==> src/hdl/dft_pkg.sv <==
// ----------------------------------------------------------------------------
// dft_pkg
// Types and constants shared by the delimited field tokenizer.
// ----------------------------------------------------------------------------
package dft_pkg;

    localparam logic [2:0] KIND_BYTE       = 3'd0;
    localparam logic [2:0] KIND_FIELD_END  = 3'd1;
    localparam logic [2:0] KIND_BAD_QUOTE  = 3'd2;
    localparam logic [2:0] KIND_BAD_ESCAPE = 3'd3;
    localparam logic [2:0] KIND_RECORD_END = 3'd4;

    localparam logic [7:0] BACKSLASH_BYTE = 8'd92;

    localparam logic [2:0] CFG_DELIM_CHAR     = 3'd0;
    localparam logic [2:0] CFG_QUOTE_CHAR     = 3'd1;
    localparam logic [2:0] CFG_COLLAPSE       = 3'd2;
    localparam logic [2:0] CFG_BACKSLASH      = 3'd3;
    localparam logic [2:0] CFG_DOUBLED_QUOTE  = 3'd4;
    localparam logic [2:0] CFG_STRICT         = 3'd5;

    localparam logic [7:0] DELIM_RESET = 8'd44;
    localparam logic [7:0] QUOTE_RESET = 8'd34;

    // result queue entries; pointers wrap naturally, so keep a power of two
    localparam int QUEUE_DEPTH = 4;

    typedef struct packed {
        logic [7:0] delim_char;
        logic [7:0] quote_char;
        logic       collapse_delims;
        logic       backslash_escapes;
        logic       doubled_quote_escapes;
        logic       strict_mode;
    } t_cfg;

    typedef struct packed {
        logic inside_quotes;
        logic field_nonempty;
        logic after_delimiter;
        logic skipping_delimiters;
        logic quote_waiting;
        logic escape_waiting;
        logic record_halted;
    } t_state;

    typedef struct packed {
        logic [2:0] kind;
        logic [7:0] out_byte;
        logic       last;
    } t_result;

endpackage

==> src/hdl/dft_if.sv <==
// ----------------------------------------------------------------------------
// dft_in_if / dft_out_if
// Valid/ready channels for record bytes and tokenizer results.
// ----------------------------------------------------------------------------
interface dft_in_if;
    logic       valid;
    logic       ready;
    logic       cmd;
    logic [7:0] in_byte;

    modport source (output valid, output cmd, output in_byte, input ready);
    modport sink   (input valid, input cmd, input in_byte, output ready);
endinterface

interface dft_out_if;
    logic       valid;
    logic       ready;
    logic [2:0] kind;
    logic [7:0] out_byte;
    logic       last;

    modport source (output valid, output kind, output out_byte, output last, input ready);
    modport sink   (input valid, input kind, input out_byte, input last, output ready);
endinterface

==> src/hdl/delimited_field_tokenizer_unit.sv <==
// ----------------------------------------------------------------------------
// delimited_field_tokenizer_unit
// Splits records of bytes into fields, quote and escape aware.
// ----------------------------------------------------------------------------
// Output: first result of a byte is offered in the cycle after its transfer
//   when the result queue is empty.
// Throughput: 1 byte per cycle while the queue has room for two results; a
//   byte giving two results is absorbed by the 4-entry result queue; a long
//   run of such bytes stalls input until results drain from the queue.
// Reset: synchronous, active low; clears record state and the queue and
//   returns the registers to their defaults.
// ----------------------------------------------------------------------------
module delimited_field_tokenizer_unit (
    input  logic       i_clk,
    input  logic       i_rst_n,
    dft_in_if.sink     i_in,
    dft_out_if.source  o_out,
    input  logic       i_cfg_we,
    input  logic [2:0] i_cfg_idx,
    input  logic [7:0] i_cfg_data
);

    dft_pkg::t_cfg    r_cfg;
    dft_pkg::t_state  r_state;
    dft_pkg::t_state  n_state;
    dft_pkg::t_result res0;
    dft_pkg::t_result res1;
    dft_pkg::t_result head;
    logic [1:0]       count;
    logic             room;
    logic             take;

    assign take       = i_in.valid && room;
    assign i_in.ready = room;

    always_ff @(posedge i_clk) begin
        if (!i_rst_n) begin
            r_cfg <= '{delim_char: dft_pkg::DELIM_RESET, quote_char: dft_pkg::QUOTE_RESET,
                       default: 1'b0};
        end else if (i_cfg_we) begin
            case (i_cfg_idx)
                dft_pkg::CFG_DELIM_CHAR:    r_cfg.delim_char            <= i_cfg_data;
                dft_pkg::CFG_QUOTE_CHAR:    r_cfg.quote_char            <= i_cfg_data;
                dft_pkg::CFG_COLLAPSE:      r_cfg.collapse_delims       <= i_cfg_data[0];
                dft_pkg::CFG_BACKSLASH:     r_cfg.backslash_escapes     <= i_cfg_data[0];
                dft_pkg::CFG_DOUBLED_QUOTE: r_cfg.doubled_quote_escapes <= i_cfg_data[0];
                dft_pkg::CFG_STRICT:        r_cfg.strict_mode           <= i_cfg_data[0];
                default: ;
            endcase
        end
    end

    dft_step u_step (
        .i_cfg   (r_cfg),
        .i_state (r_state),
        .i_cmd   (i_in.cmd),
        .i_byte  (i_in.in_byte),
        .o_state (n_state),
        .o_count (count),
        .o_res0  (res0),
        .o_res1  (res1)
    );

    always_ff @(posedge i_clk) begin
        if (!i_rst_n) begin
            r_state <= '0;
        end else if (take) begin
            r_state <= n_state;
        end
    end

    dft_queue u_queue (
        .i_clk        (i_clk),
        .i_rst_n      (i_rst_n),
        .i_push_count (take ? count : 2'd0),
        .i_res0       (res0),
        .i_res1       (res1),
        .o_room       (room),
        .o_valid      (o_out.valid),
        .i_pop        (o_out.ready),
        .o_res        (head)
    );

    assign o_out.kind     = head.kind;
    assign o_out.out_byte = head.out_byte;
    assign o_out.last     = head.last;

endmodule

==> src/hdl/dft_step.sv <==
// ----------------------------------------------------------------------------
// dft_step
// Per-byte decode: next tokenizer state and up to two results.
// ----------------------------------------------------------------------------
module dft_step (
    input  dft_pkg::t_cfg    i_cfg,
    input  dft_pkg::t_state  i_state,
    input  logic             i_cmd,
    input  logic [7:0]       i_byte,
    output dft_pkg::t_state  o_state,
    output logic [1:0]       o_count,
    output dft_pkg::t_result o_res0,
    output dft_pkg::t_result o_res1
);

    dft_pkg::t_state s;
    logic [1:0]      n;
    logic [2:0]      k0;
    logic [2:0]      k1;
    logic [7:0]      b0;
    logic [7:0]      b1;
    logic            consumed;
    logic            quoted;

    always_comb begin
        s        = i_state;
        n        = 2'd0;
        k0       = dft_pkg::KIND_BYTE;
        k1       = dft_pkg::KIND_BYTE;
        b0       = 8'd0;
        b1       = 8'd0;
        consumed = 1'b0;
        quoted   = i_state.inside_quotes ^ i_state.quote_waiting;

        if (i_cmd) begin
            s = '0;
            n = 2'd2;
            k1 = dft_pkg::KIND_RECORD_END;
            if (i_state.escape_waiting && i_cfg.strict_mode) begin
                k0 = dft_pkg::KIND_BAD_ESCAPE;
            end else if (i_cfg.strict_mode && quoted) begin
                k0 = dft_pkg::KIND_BAD_QUOTE;
            end else if (i_state.after_delimiter || i_state.field_nonempty) begin
                k0 = dft_pkg::KIND_FIELD_END;
            end else begin
                n  = 2'd1;
                k0 = dft_pkg::KIND_RECORD_END;
            end
        end else if (i_state.record_halted) begin
            n = 2'd0;
        end else if (i_state.escape_waiting) begin
            s.escape_waiting  = 1'b0;
            s.after_delimiter = 1'b0;
            s.field_nonempty  = 1'b1;
            n  = 2'd2;
            b0 = dft_pkg::BACKSLASH_BYTE;
            b1 = i_byte;
        end else begin
            if (i_state.quote_waiting) begin
                s.quote_waiting = 1'b0;
                if (i_byte == i_cfg.quote_char) begin
                    n = 2'd1;
                    b0 = i_byte;
                    s.field_nonempty  = 1'b1;
                    s.after_delimiter = 1'b0;
                    consumed = 1'b1;
                end else begin
                    s.inside_quotes = ~s.inside_quotes;
                end
            end else if (i_state.skipping_delimiters) begin
                if (i_byte == i_cfg.delim_char) begin
                    consumed = 1'b1;
                end else begin
                    s.skipping_delimiters = 1'b0;
                end
            end

            if (!consumed) begin
                s.after_delimiter = 1'b0;
                if (i_byte == 8'd0) begin
                    s.record_halted = 1'b1;
                end else if (!s.inside_quotes && i_byte == i_cfg.delim_char) begin
                    n  = 2'd1;
                    k0 = dft_pkg::KIND_FIELD_END;
                    s.field_nonempty      = 1'b0;
                    s.after_delimiter     = 1'b1;
                    s.skipping_delimiters = i_cfg.collapse_delims;
                end else if (i_byte == i_cfg.quote_char) begin
                    if (i_cfg.doubled_quote_escapes) begin
                        s.quote_waiting = 1'b1;
                    end else begin
                        s.inside_quotes = ~s.inside_quotes;
                    end
                end else if (i_cfg.backslash_escapes && i_byte == dft_pkg::BACKSLASH_BYTE) begin
                    s.escape_waiting = 1'b1;
                end else begin
                    n  = 2'd1;
                    b0 = i_byte;
                    s.field_nonempty = 1'b1;
                end
            end
        end
    end

    assign o_state = s;
    assign o_count = n;
    assign o_res0  = '{kind: k0, out_byte: b0, last: (n == 2'd1)};
    assign o_res1  = '{kind: k1, out_byte: b1, last: 1'b1};

endmodule

==> src/hdl/dft_queue.sv <==
// ----------------------------------------------------------------------------
// dft_queue
// Result queue: takes up to two results per cycle, hands out one.
// ----------------------------------------------------------------------------
module dft_queue (
    input  logic             i_clk,
    input  logic             i_rst_n,
    input  logic [1:0]       i_push_count,
    input  dft_pkg::t_result i_res0,
    input  dft_pkg::t_result i_res1,
    output logic             o_room,
    output logic             o_valid,
    input  logic             i_pop,
    output dft_pkg::t_result o_res
);

    localparam int DEPTH = dft_pkg::QUEUE_DEPTH;
    localparam int PW    = $clog2(DEPTH);
    localparam int CW    = $clog2(DEPTH + 1);

    dft_pkg::t_result r_mem [DEPTH];
    logic [PW-1:0]    r_wr;
    logic [PW-1:0]    r_rd;
    logic [CW-1:0]    r_cnt;
    logic [PW-1:0]    wr_next;
    logic             pop;

    assign wr_next = r_wr + PW'(1);
    assign pop     = i_pop && (r_cnt != '0);

    always_ff @(posedge i_clk) begin
        if (i_push_count != 2'd0) begin
            r_mem[r_wr] <= i_res0;
        end
        if (i_push_count == 2'd2) begin
            r_mem[wr_next] <= i_res1;
        end
    end

    always_ff @(posedge i_clk) begin
        if (!i_rst_n) begin
            r_wr  <= '0;
            r_rd  <= '0;
            r_cnt <= '0;
        end else begin
            r_wr  <= r_wr + PW'(i_push_count);
            r_rd  <= r_rd + PW'(pop);
            r_cnt <= r_cnt + CW'(i_push_count) - CW'(pop);
        end
    end

    assign o_room  = (r_cnt <= CW'(DEPTH - 2));
    assign o_valid = (r_cnt != '0);
    assign o_res   = r_mem[r_rd];

endmodule

==> src/flat_wrapper.sv <==
// flat-port wrapper written by rule: the top's interface ports become plain ports
module delimited_field_tokenizer_unit_flat 
  (i_clk, i_rst_n, i_cfg_we, i_cfg_idx, i_cfg_data, i_in_valid, i_in_cmd, i_in_in_byte, i_in_ready, o_out_valid, o_out_kind, o_out_out_byte, o_out_last, o_out_ready);
  dft_in_if i_in_i ();
  dft_out_if o_out_i ();
  input  logic i_clk;
  input  logic i_rst_n;
  input  logic i_cfg_we;
  input  logic [2:0] i_cfg_idx;
  input  logic [7:0] i_cfg_data;
  input wire logic [$bits(i_in_i.valid)-1:0] i_in_valid;
  input wire logic [$bits(i_in_i.cmd)-1:0] i_in_cmd;
  input wire logic [$bits(i_in_i.in_byte)-1:0] i_in_in_byte;
  output wire logic [$bits(i_in_i.ready)-1:0] i_in_ready;
  output wire logic [$bits(o_out_i.valid)-1:0] o_out_valid;
  output wire logic [$bits(o_out_i.kind)-1:0] o_out_kind;
  output wire logic [$bits(o_out_i.out_byte)-1:0] o_out_out_byte;
  output wire logic [$bits(o_out_i.last)-1:0] o_out_last;
  input wire logic [$bits(o_out_i.ready)-1:0] o_out_ready;
  assign i_in_i.valid = i_in_valid;
  assign i_in_i.cmd = i_in_cmd;
  assign i_in_i.in_byte = i_in_in_byte;
  assign i_in_ready = i_in_i.ready;
  assign o_out_valid = o_out_i.valid;
  assign o_out_kind = o_out_i.kind;
  assign o_out_out_byte = o_out_i.out_byte;
  assign o_out_last = o_out_i.last;
  assign o_out_i.ready = o_out_ready;
  delimited_field_tokenizer_unit u_core (.i_clk(i_clk), .i_rst_n(i_rst_n), .i_in(i_in_i), .o_out(o_out_i), .i_cfg_we(i_cfg_we), .i_cfg_idx(i_cfg_idx), .i_cfg_data(i_cfg_data));
endmodule
==> config.mk <==
export PLATFORM = sky130hd
export DESIGN_NAME = delimited_field_tokenizer_unit_flat
export DESIGN_NICKNAME = d
export VERILOG_FILES = /design/src/hdl/dft_pkg.sv /design/src/hdl/dft_if.sv /design/src/hdl/delimited_field_tokenizer_unit.sv /design/src/hdl/dft_step.sv /design/src/hdl/dft_queue.sv /design/src/flat_wrapper.sv
export SDC_FILE = /design/constraint.sdc
export NUM_CORES = 1
export LEC_CHECK = 0
export ABC_CLOCK_PERIOD_IN_PS = 2700
export BUFFER_PORTS_ARGS = -buffer_cell sky130_fd_sc_hd__buf_2
export CAP_MARGIN = 15
export CORE_MARGIN = 2
export CORE_UTILIZATION = 40
export CTS_BUF_LIST = sky130_fd_sc_hd__clkbuf_4
export DETAILED_ROUTE_END_ITERATION = 8
export SYNTH_ARGS = -nofsm -noshare
export SYNTH_HDL_FRONTEND = slang
export SYNTH_SLANG_ARGS = --single-unit
==> constraint.sdc <==
create_clock -name i_clk -period 2.7 [get_ports i_clk]
set_clock_uncertainty 0.1 [all_clocks]
set_input_delay 0.405 -clock i_clk [delete_from_list [all_inputs] [get_ports i_clk]]
set_output_delay 0.405 -clock i_clk [all_outputs]
set_load 0.02 [all_outputs]
Yosys cells after proc, flatten, opt, wreduce, memory -nomap -nowiden
Memory sizes are Yosys's and may differ from the RTL's. A register that Yosys moved wholly into a read port is not among the register bits.
Cells that the tools add are included.
{ "word_totals": {"latch_bits": 0, "reg_bits": 34, "inputBits": 25, "memories": 1, "mem_bits_ro": 0, "mem_bits_rw": 48, "wordCells": 139} }
{ "classes": {"n_eq_ne": 14, "bitwise_logic": 3, "multipliers": 0, "div_mod_pow": 0, "n_lt_le_gt_ge": 1, "shift": 0, "n_mux": 78, "n_addsub": 5, "reduce_logical": 21} }
{ "mem_list": {"columns": ["memory", "words", "word_bits", "read_ports", "rd_ports_with_merged_regs", "write_ports", "line_no", "text"], "rows": [
  ["u_core.u_queue.r_mem", 4, 12, 1, 1, 2, "dft_queue.sv:21", "dft_pkg::t_result r_mem [DEPTH];"]
]} }
{ "ops": {"columns": ["operator", "count"], "rows": [
  ["$mux 8", 13],
  ["$mux 2", 18],
  ["$mux 1", 34],
  ["$mux 3", 9],
  ["$mux 7", 3],
  ["$eq 8x8->1", 2],
  ["$reduce_and 2->1", 7],
  ["$eq 8x7->1 const B", 1],
  ["$logic_not 8->1", 1],
  ["$eq 3x2->1 const B", 2],
  ["$eq 3x3->1 const B", 2],
  ["$logic_and 1x1->1", 6],
  ["$mux 6", 1],
  ["$ne 2x2->1 const B", 2],
  ["$ne 4x2->1 const B", 1],
  ["$ne 4x3->1 const B", 1],
  ["$reduce_and 4->1", 1],
  ["$add 3x2->3", 1],
  ["$eq 3x1->1 const B", 1],
  ["$le 3x2->1 const B", 1],
  ["$logic_not 3->1", 1],
  ["$reduce_and 3->1", 1],
  ["$reduce_bool 3->1", 1],
  ["$sub 3x1->3", 1],
  ["10 further kinds", 11]
]} }

Depth between registers and ports, before layout
{ "logic_depth": {"ltp_word": 18, "mapped_depth": 13, "ltp_nobuf": 12} }

Modules after synthesis
A second synthesis with hierarchy kept.
{ "hier_totals": {"hier_cells": 416, "hier_area_um2": 4923.5} }
{ "modules_own_cells": {"columns": ["module", "area_each_um2", "cells_per_inst", "seq_area_each_um2", "n_inst"], "rows": [
  ["dft_queue", 2926.6, 161, 1581.5, 1],
  ["delimited_field_tokenizer_unit", 1166.1, 118, 540.5, 1],
  ["dft_step", 830.8, 137, 0.0, 1]
]} }

Least setup slack after synthesis
OpenSTA, ideal clock, no wires.
{ "synth_timing": {"path_kind": "input -> register", "startpoint": "in i_in_in_byte[1]", "endpoint": "reg u_core.u_queue.r_cnt[2]", "t_arrival_ns": 2.728, "setup_slack_ns": -0.243, "path_buffers": 2, "path_stages": 13, "setup_ns": 0.115, "required_time_ns": 2.485, "cell_sequence": "buf_2 > xor2_1 > nor4_1 > and2_1 > buf_2 > nand4_1 > a21oi_1 > ha_1 > inv_1 > fa_1 > xor2_1 > xnor2_1 > and2_1"} }
{ "synth_between": {"elab_chain_len": 17, "word_cells_on_any_way": 32} }
{ "synth_rtl": {"columns": ["item", "line_no", "text"], "rows": [
  ["from (decl)", "flat_wrapper.sv:13", "input wire logic [$bits(i_in_i.in_byte)-1:0] i_in_in_byte;"],
  ["$eq 8x8->1", "dft_step.sv:61, dft_step.sv:88", null],
  ["$mux 1", "dft_step.sv:61", "if (i_byte == i_cfg.quote_char) begin"],
  ["$mux 3", "dft_step.sv:59", "if (i_state.quote_waiting) begin"],
  ["$mux 3", "dft_step.sv:51", "end else if (i_state.escape_waiting) begin"],
  ["$mux 3", "dft_step.sv:49", "end else if (i_state.record_halted) begin"],
  ["$mux 3", "dft_step.sv:35", "if (i_cmd) begin"],
  ["$logic_not 1->1", "dft_step.sv:82", "end else if (!s.inside_quotes && i_byte == i_cfg.delim_char) begin"],
  ["$logic_and 1x1->1", "dft_step.sv:82", null],
  ["$mux 2", "dft_step.sv:82", null],
  ["$mux 2", "dft_step.sv:80", "if (i_byte == 8'd0) begin"],
  ["$mux 2 *", "dft_step.sv:78", "if (!consumed) begin"],
  ["$mux 2 *", "dft_step.sv:51", null],
  ["$mux 2 *", "dft_step.sv:49", null],
  ["$mux 2 *", "dft_step.sv:35", null],
  ["$mux 2 *", "delimited_field_tokenizer_unit.sv:75", ".i_push_count (take ? count : 2'd0),"],
  ["$add 3x2->3 *", "dft_queue.sv:48", "r_cnt <= r_cnt + CW'(i_push_count) - CW'(pop);"],
  ["$sub 3x1->3 *", "dft_queue.sv:48", null],
  ["to (signal assigned)", "dft_queue.sv:48", null],
  ["to (decl)", "dft_queue.sv:24", "logic [CW-1:0] r_cnt;"]
]} }
Every way passes the cells marked *; elsewhere a longest branch is shown, timed or not. The select of a mux whose other input is x is not followed.
A chain may end at the register's enable or synchronous reset.

Worst setup path in the final report
{ "layout_timing": {"startpoint": "reg u_core.r_cfg[8] in the netlist's numbering", "endpoint": "reg u_core.u_queue.r_cnt[2]"} }
{ "layout_between": {"elab_chain_len": 17, "word_cells_on_any_way": 26} }
{ "layout_rtl": {"columns": ["item", "line_no", "text"], "rows": [
  ["from (decl)", "delimited_field_tokenizer_unit.sv:23", "dft_pkg::t_cfg r_cfg;"],
  ["from (signal assigned)", "delimited_field_tokenizer_unit.sv:38", "r_cfg <= '{delim_char: dft_pkg::DELIM_RESET, quote_char: dft_pkg::QUOTE_RESET,"],
  ["$eq 8x8->1 *", "dft_step.sv:61, dft_step.sv:88", null],
  ["$mux 1", "dft_step.sv:61", null],
  ["$mux 3", "dft_step.sv:59", null],
  ["$mux 3", "dft_step.sv:51", null],
  ["$mux 3", "dft_step.sv:49", null],
  ["$mux 3", "dft_step.sv:35", null],
  ["$logic_not 1->1", "dft_step.sv:82", null],
  ["$logic_and 1x1->1", "dft_step.sv:82", null],
  ["$mux 2", "dft_step.sv:82", null],
  ["$mux 2", "dft_step.sv:80", null],
  ["$mux 2 *", "dft_step.sv:78", null],
  ["$mux 2 *", "dft_step.sv:51", null],
  ["$mux 2 *", "dft_step.sv:49", null],
  ["$mux 2 *", "dft_step.sv:35", null],
  ["$mux 2 *", "delimited_field_tokenizer_unit.sv:75", null],
  ["$add 3x2->3 *", "dft_queue.sv:48", null],
  ["$sub 3x1->3 *", "dft_queue.sv:48", null]
]} }
Marked as above.

==> flow_metrics.py <==
metrics = {
    "critical_path": {
        "r2r.worst_path.cells": 12,
        "critPathRequiredTime_ns": 2.94,
        "cpMaxStageDelayCell": "sky130_fd_sc_hd__dfxtp_2",
        "worstPathCellList": "xnor2_2 -> nand4_1 -> nor3_4 -> o211a_1 -> a21oi_2 -> a21oi_2 -> ha_2 -> inv_2 -> fa_2 -> xor2_1 -> xnor2_1 -> and2_1",
        "slowest_delay_ns": 0.39,
        "timing.critical_path.from_type": "flop",
        "crit_path_end": "u_core.u_queue.r_cnt[2]",
        "critPathKind": "flop to flop",
        "regToRegSetupSlack_ns": 0.02,
        "crit_fanout": 5,
        "worstSetupEndpointType": "flop",
        "critical_path.startpoint": "u_core.r_cfg[8]",
        "r2r_end": "u_core.u_queue.r_cnt[2]",
        "r2r-start": "u_core.r_cfg[8]",
        "path_common_cell": "sky130_fd_sc_hd__a21oi_2",
        "cp.arrival_ns": 2.92,
    },
    "floorplan": {
        "io_pins": 39,
        "overall_die_width_microns": 108,
        "start_util_pct": 40.6,
        "placementRows": 38,
        "placeableCoreArea_sq_um": 10700,
        "dieArea_sq_um": 11700,
        "die_h_microns": 108,
    },
    "global_route": {
        "number_of_antenna_violations_at_the_first_check_in_global_routing": 0,
        "grt_max_degree": 21,
        "via_count_of_the_first_global_routing_pass": 3483,
        "global_route.overflow_total": 0,
        "first_pass_grt_wire_length_mm": 17.4,
        "gr-usage-all-layers_pct": 19.3,
    },
    "sta": {
        "final.hold.worst_slack_ns": 0.0798,
        "timing_worst_slew_pin_value_ns": 0.696,
        "slew_viol_final": 0,
        "final_setup_violation_count": 0,
        "period_minus_slack_ns": 2.68,
        "max-slew-margin-rel_pct": 53.5,
        "hold_viol": 0,
        "final_min_period_over_clock_period_pct": 99.1,
        "clock.fmax_mhz": 374,
        "rsz0062_at_grt": "yes",
    },
    "clock_network": {
        "htree_num_levels": 3,
        "cts-buffers-inserted": 9,
        "cts.sink_count": 82,
        "worst_skew_pair.late_latency_ns": 0.44,
        "tritoncts": "built",
        "clk_transition_reported_paths_ns": 0.13,
        "root_buffer": "sky130_fd_sc_hd__clkbuf_4",
        "cts_max_path_buffers": 2,
        "post_cts_hold_buffer_count": 0,
    },
    "drt": {
        "wl_met3_microns": 429,
        "route.met2.wl_mm": 5.23,
        "via_count": 3472,
        "top_layer": "met4",
        "routed_wl_mm": 10.6,
        "drt_iter0_markers": 188,
        "dr.pass1.iters": 4,
        "ant_nets": 0,
        "vias_per_cell": 5.28,
        "remaining_drc_errors": 0,
        "post_route_m1_wl_mm": 4.83,
        "wl_per_cell_microns": 16.1,
    },
    "placement": {
        "dpl-instance-area_sq_um": 5100,
        "portBuffers": 38,
        "place.gp.congestion": 0.838,
        "dp_hpwl_mm": 8.04,
    },
    "layout": {
        "net_total_in_the_final_layout": 544,
        "final.fill_count": 1017,
        "area_growth_pct": 23.2,
        "post-route-cell-area_sq_um": 5370,
        "antenna_fix_cells": 0,
        "drive_above_1_share_pct": 30.9,
        "postLayoutCoreUtil_pct": 50.0,
    },
    "run": {
        "maxCapViolCount": 0,
    },
    "logic_synthesis": {
        "number_of_register_bits_inferred_by_synthesis": 82,
        "synth-async-reset-ratio_pct": 0,
        "ys_dominant_reg_cell": "sky130_fd_sc_hd__dfxtp_1",
        "synth_edf_count": 36,
        "synth_cells": 436,
        "syn-num-nets": 467,
        "post_synth_instance_area_sq_um": 4360,
        "yosysWarningCount": 0,
        "synth.lib_cells_used.distinct": 58,
        "post_synthesis_mean_instance_area_sq_um": 10.0,
        "synth_seq_area_share_pct": 45.9,
    },
    "pwr": {
        "ir_drop_mv": 0.289,
        "p_leak_nw": 2.12,
        "power.density_nw_per_um2": 670,
        "power_mw": 3.60,
    },
    "run_status": {
        "status": "finished, final reports clean",
    },
    "worst_hold_path": {
        "hold_path_class": "input pin to flop",
        "holdCritStartpoint": "i_cfg_data[3]",
    },
}
## kinds of logic after synthesis
group	Yosys count	share of synthesized area (%)
AO/OA/AOI/OAI	90	13.8
XOR/XNOR	24	4.82
adder cells (fa/ha/maj)	6	1.89
buffers and inverters	39	4.02
flip-flops	82	45.9
multiplexers	24	8.96
AND/OR/NAND/NOR	171	20.6
## area by class of cell
type	count	area, sq um	area share (%)
multi-input cells	315	2270	42.4
repair buffers	93	703	13.1
flip-flops and latches	82	2020	37.5
clock buffers	10	75.1	1.40
clock inverters	6	81.3	1.51
inverters	12	45.0	0.839
well taps	140	175	3.26
## cell usage after synthesis (all sizes together) (3+ instances only)
cell type   n  area share (%)
a21oi      27             3.1
o32ai       4            0.80
or2         3            0.49
xnor2      13             2.6
nor2b       9             1.3
o22ai      17             2.4
nand2      68             6.4
and2       29             4.2
nand2b      4            0.57
o211a       3            0.69
inv        12             1.0
nor4        5            0.72
edfxtp     36              25
xor2       11             2.2
nand4       4            0.57
buf        15             2.0
a21boi     15             2.6
dfxtp      46              21
mux4       12             6.2
ha          5             1.4
or4         3            0.60
mux2i      12             2.8
nand3      12             1.7
nor3        3            0.46
a21o        3            0.52
clkbuf     12             1.0
o21ai       8            0.92
nor2       22             1.9
## per-stage QoR
stage / cells / setup TNS, ns / setup WS, ns
global route: 658 / -0.109 / -0.102
CTS: 656 / 0 / 0.00193
floorplan: 436 / -0.140 / -0.140
finish: 658 / 0 / 0.0245
global placement: 638 / -4.91 / -0.154
detailed placement: 638 / -6.45 / -0.290
## how the worst min path moves through the flow
stage | to | slack, ns | cells past startpoint
after floorplan | u_core.r_state[4] | 0.33 | 2
after global placement | u_core.u_queue.r_mem[0][10] | 0.34 | 2
after detailed placement | u_core.u_queue.r_mem[2][9] | 0.36 | 2
after CTS | u_core.r_cfg[15] | 0.06 | 3
after global routing | u_core.r_cfg[9] | 0.09 | 3
final | u_core.r_cfg[15] | 0.08 | 3
## cells in the final DEF, fill, tap and decap left out, types with 10 or more instances in the layout
master                     instances
sky130_fd_sc_hd__nand2_1          65
sky130_fd_sc_hd__and2_1           26
sky130_fd_sc_hd__buf_2            38
sky130_fd_sc_hd__mux4_2           12
sky130_fd_sc_hd__nand3_1          11
sky130_fd_sc_hd__edfxtp_1         36
sky130_fd_sc_hd__nor2_1           22
sky130_fd_sc_hd__dfxtp_1          39
sky130_fd_sc_hd__a21oi_1          20
sky130_fd_sc_hd__clkbuf_4         10
sky130_fd_sc_hd__xor2_1           11
sky130_fd_sc_hd__buf_4            47
sky130_fd_sc_hd__a21boi_0         14
sky130_fd_sc_hd__inv_1            11
sky130_fd_sc_hd__mux2i_1          12
sky130_fd_sc_hd__o22ai_1          17
## per-layer routing
metal  vias up  GRT usage (%)
met5         -              0
met4         0           7.33
met3        11           3.32
met2        67           32.4
met1      1670           25.0
li1       1724              -
## registers in the layout, summed over array words and instances (netlist names)
signal,flops
u_core.u_queue.r_mem,48
u_core.r_cfg,20
u_core.r_state,7
u_core.u_queue.r_cnt,3
u_core.u_queue.r_rd,2
u_core.u_queue.r_wr,2
## report_power, final
group | internal, mW | switching [mW]
combinational | 0.595 | 0.637
sequential | 1.46 | 0.105
clock | 0.379 | 0.419
## critical path, delay by kind of cell, from the launching register on
kind | cells | cell delay (ns)
XOR/XNOR | 3 | 0.41
AO/OA/AOI/OAI | 3 | 0.46
adder cells (fa/ha/maj) | 2 | 0.51
buffers and inverters | 1 | 0.03
AND/OR/NAND/NOR | 3 | 0.66
flip-flops | 1 | 0.39
## timing repair
item | in CTS | in global routing
gates resized for setup | 3 | 21
buffers inserted | 2 | 2
pin swaps | 4 | 13
endpoints found under the hold margin | 0 | 0
endpoints found under the setup margin | 1 | 19
Power figures use the tool's default switching activity.
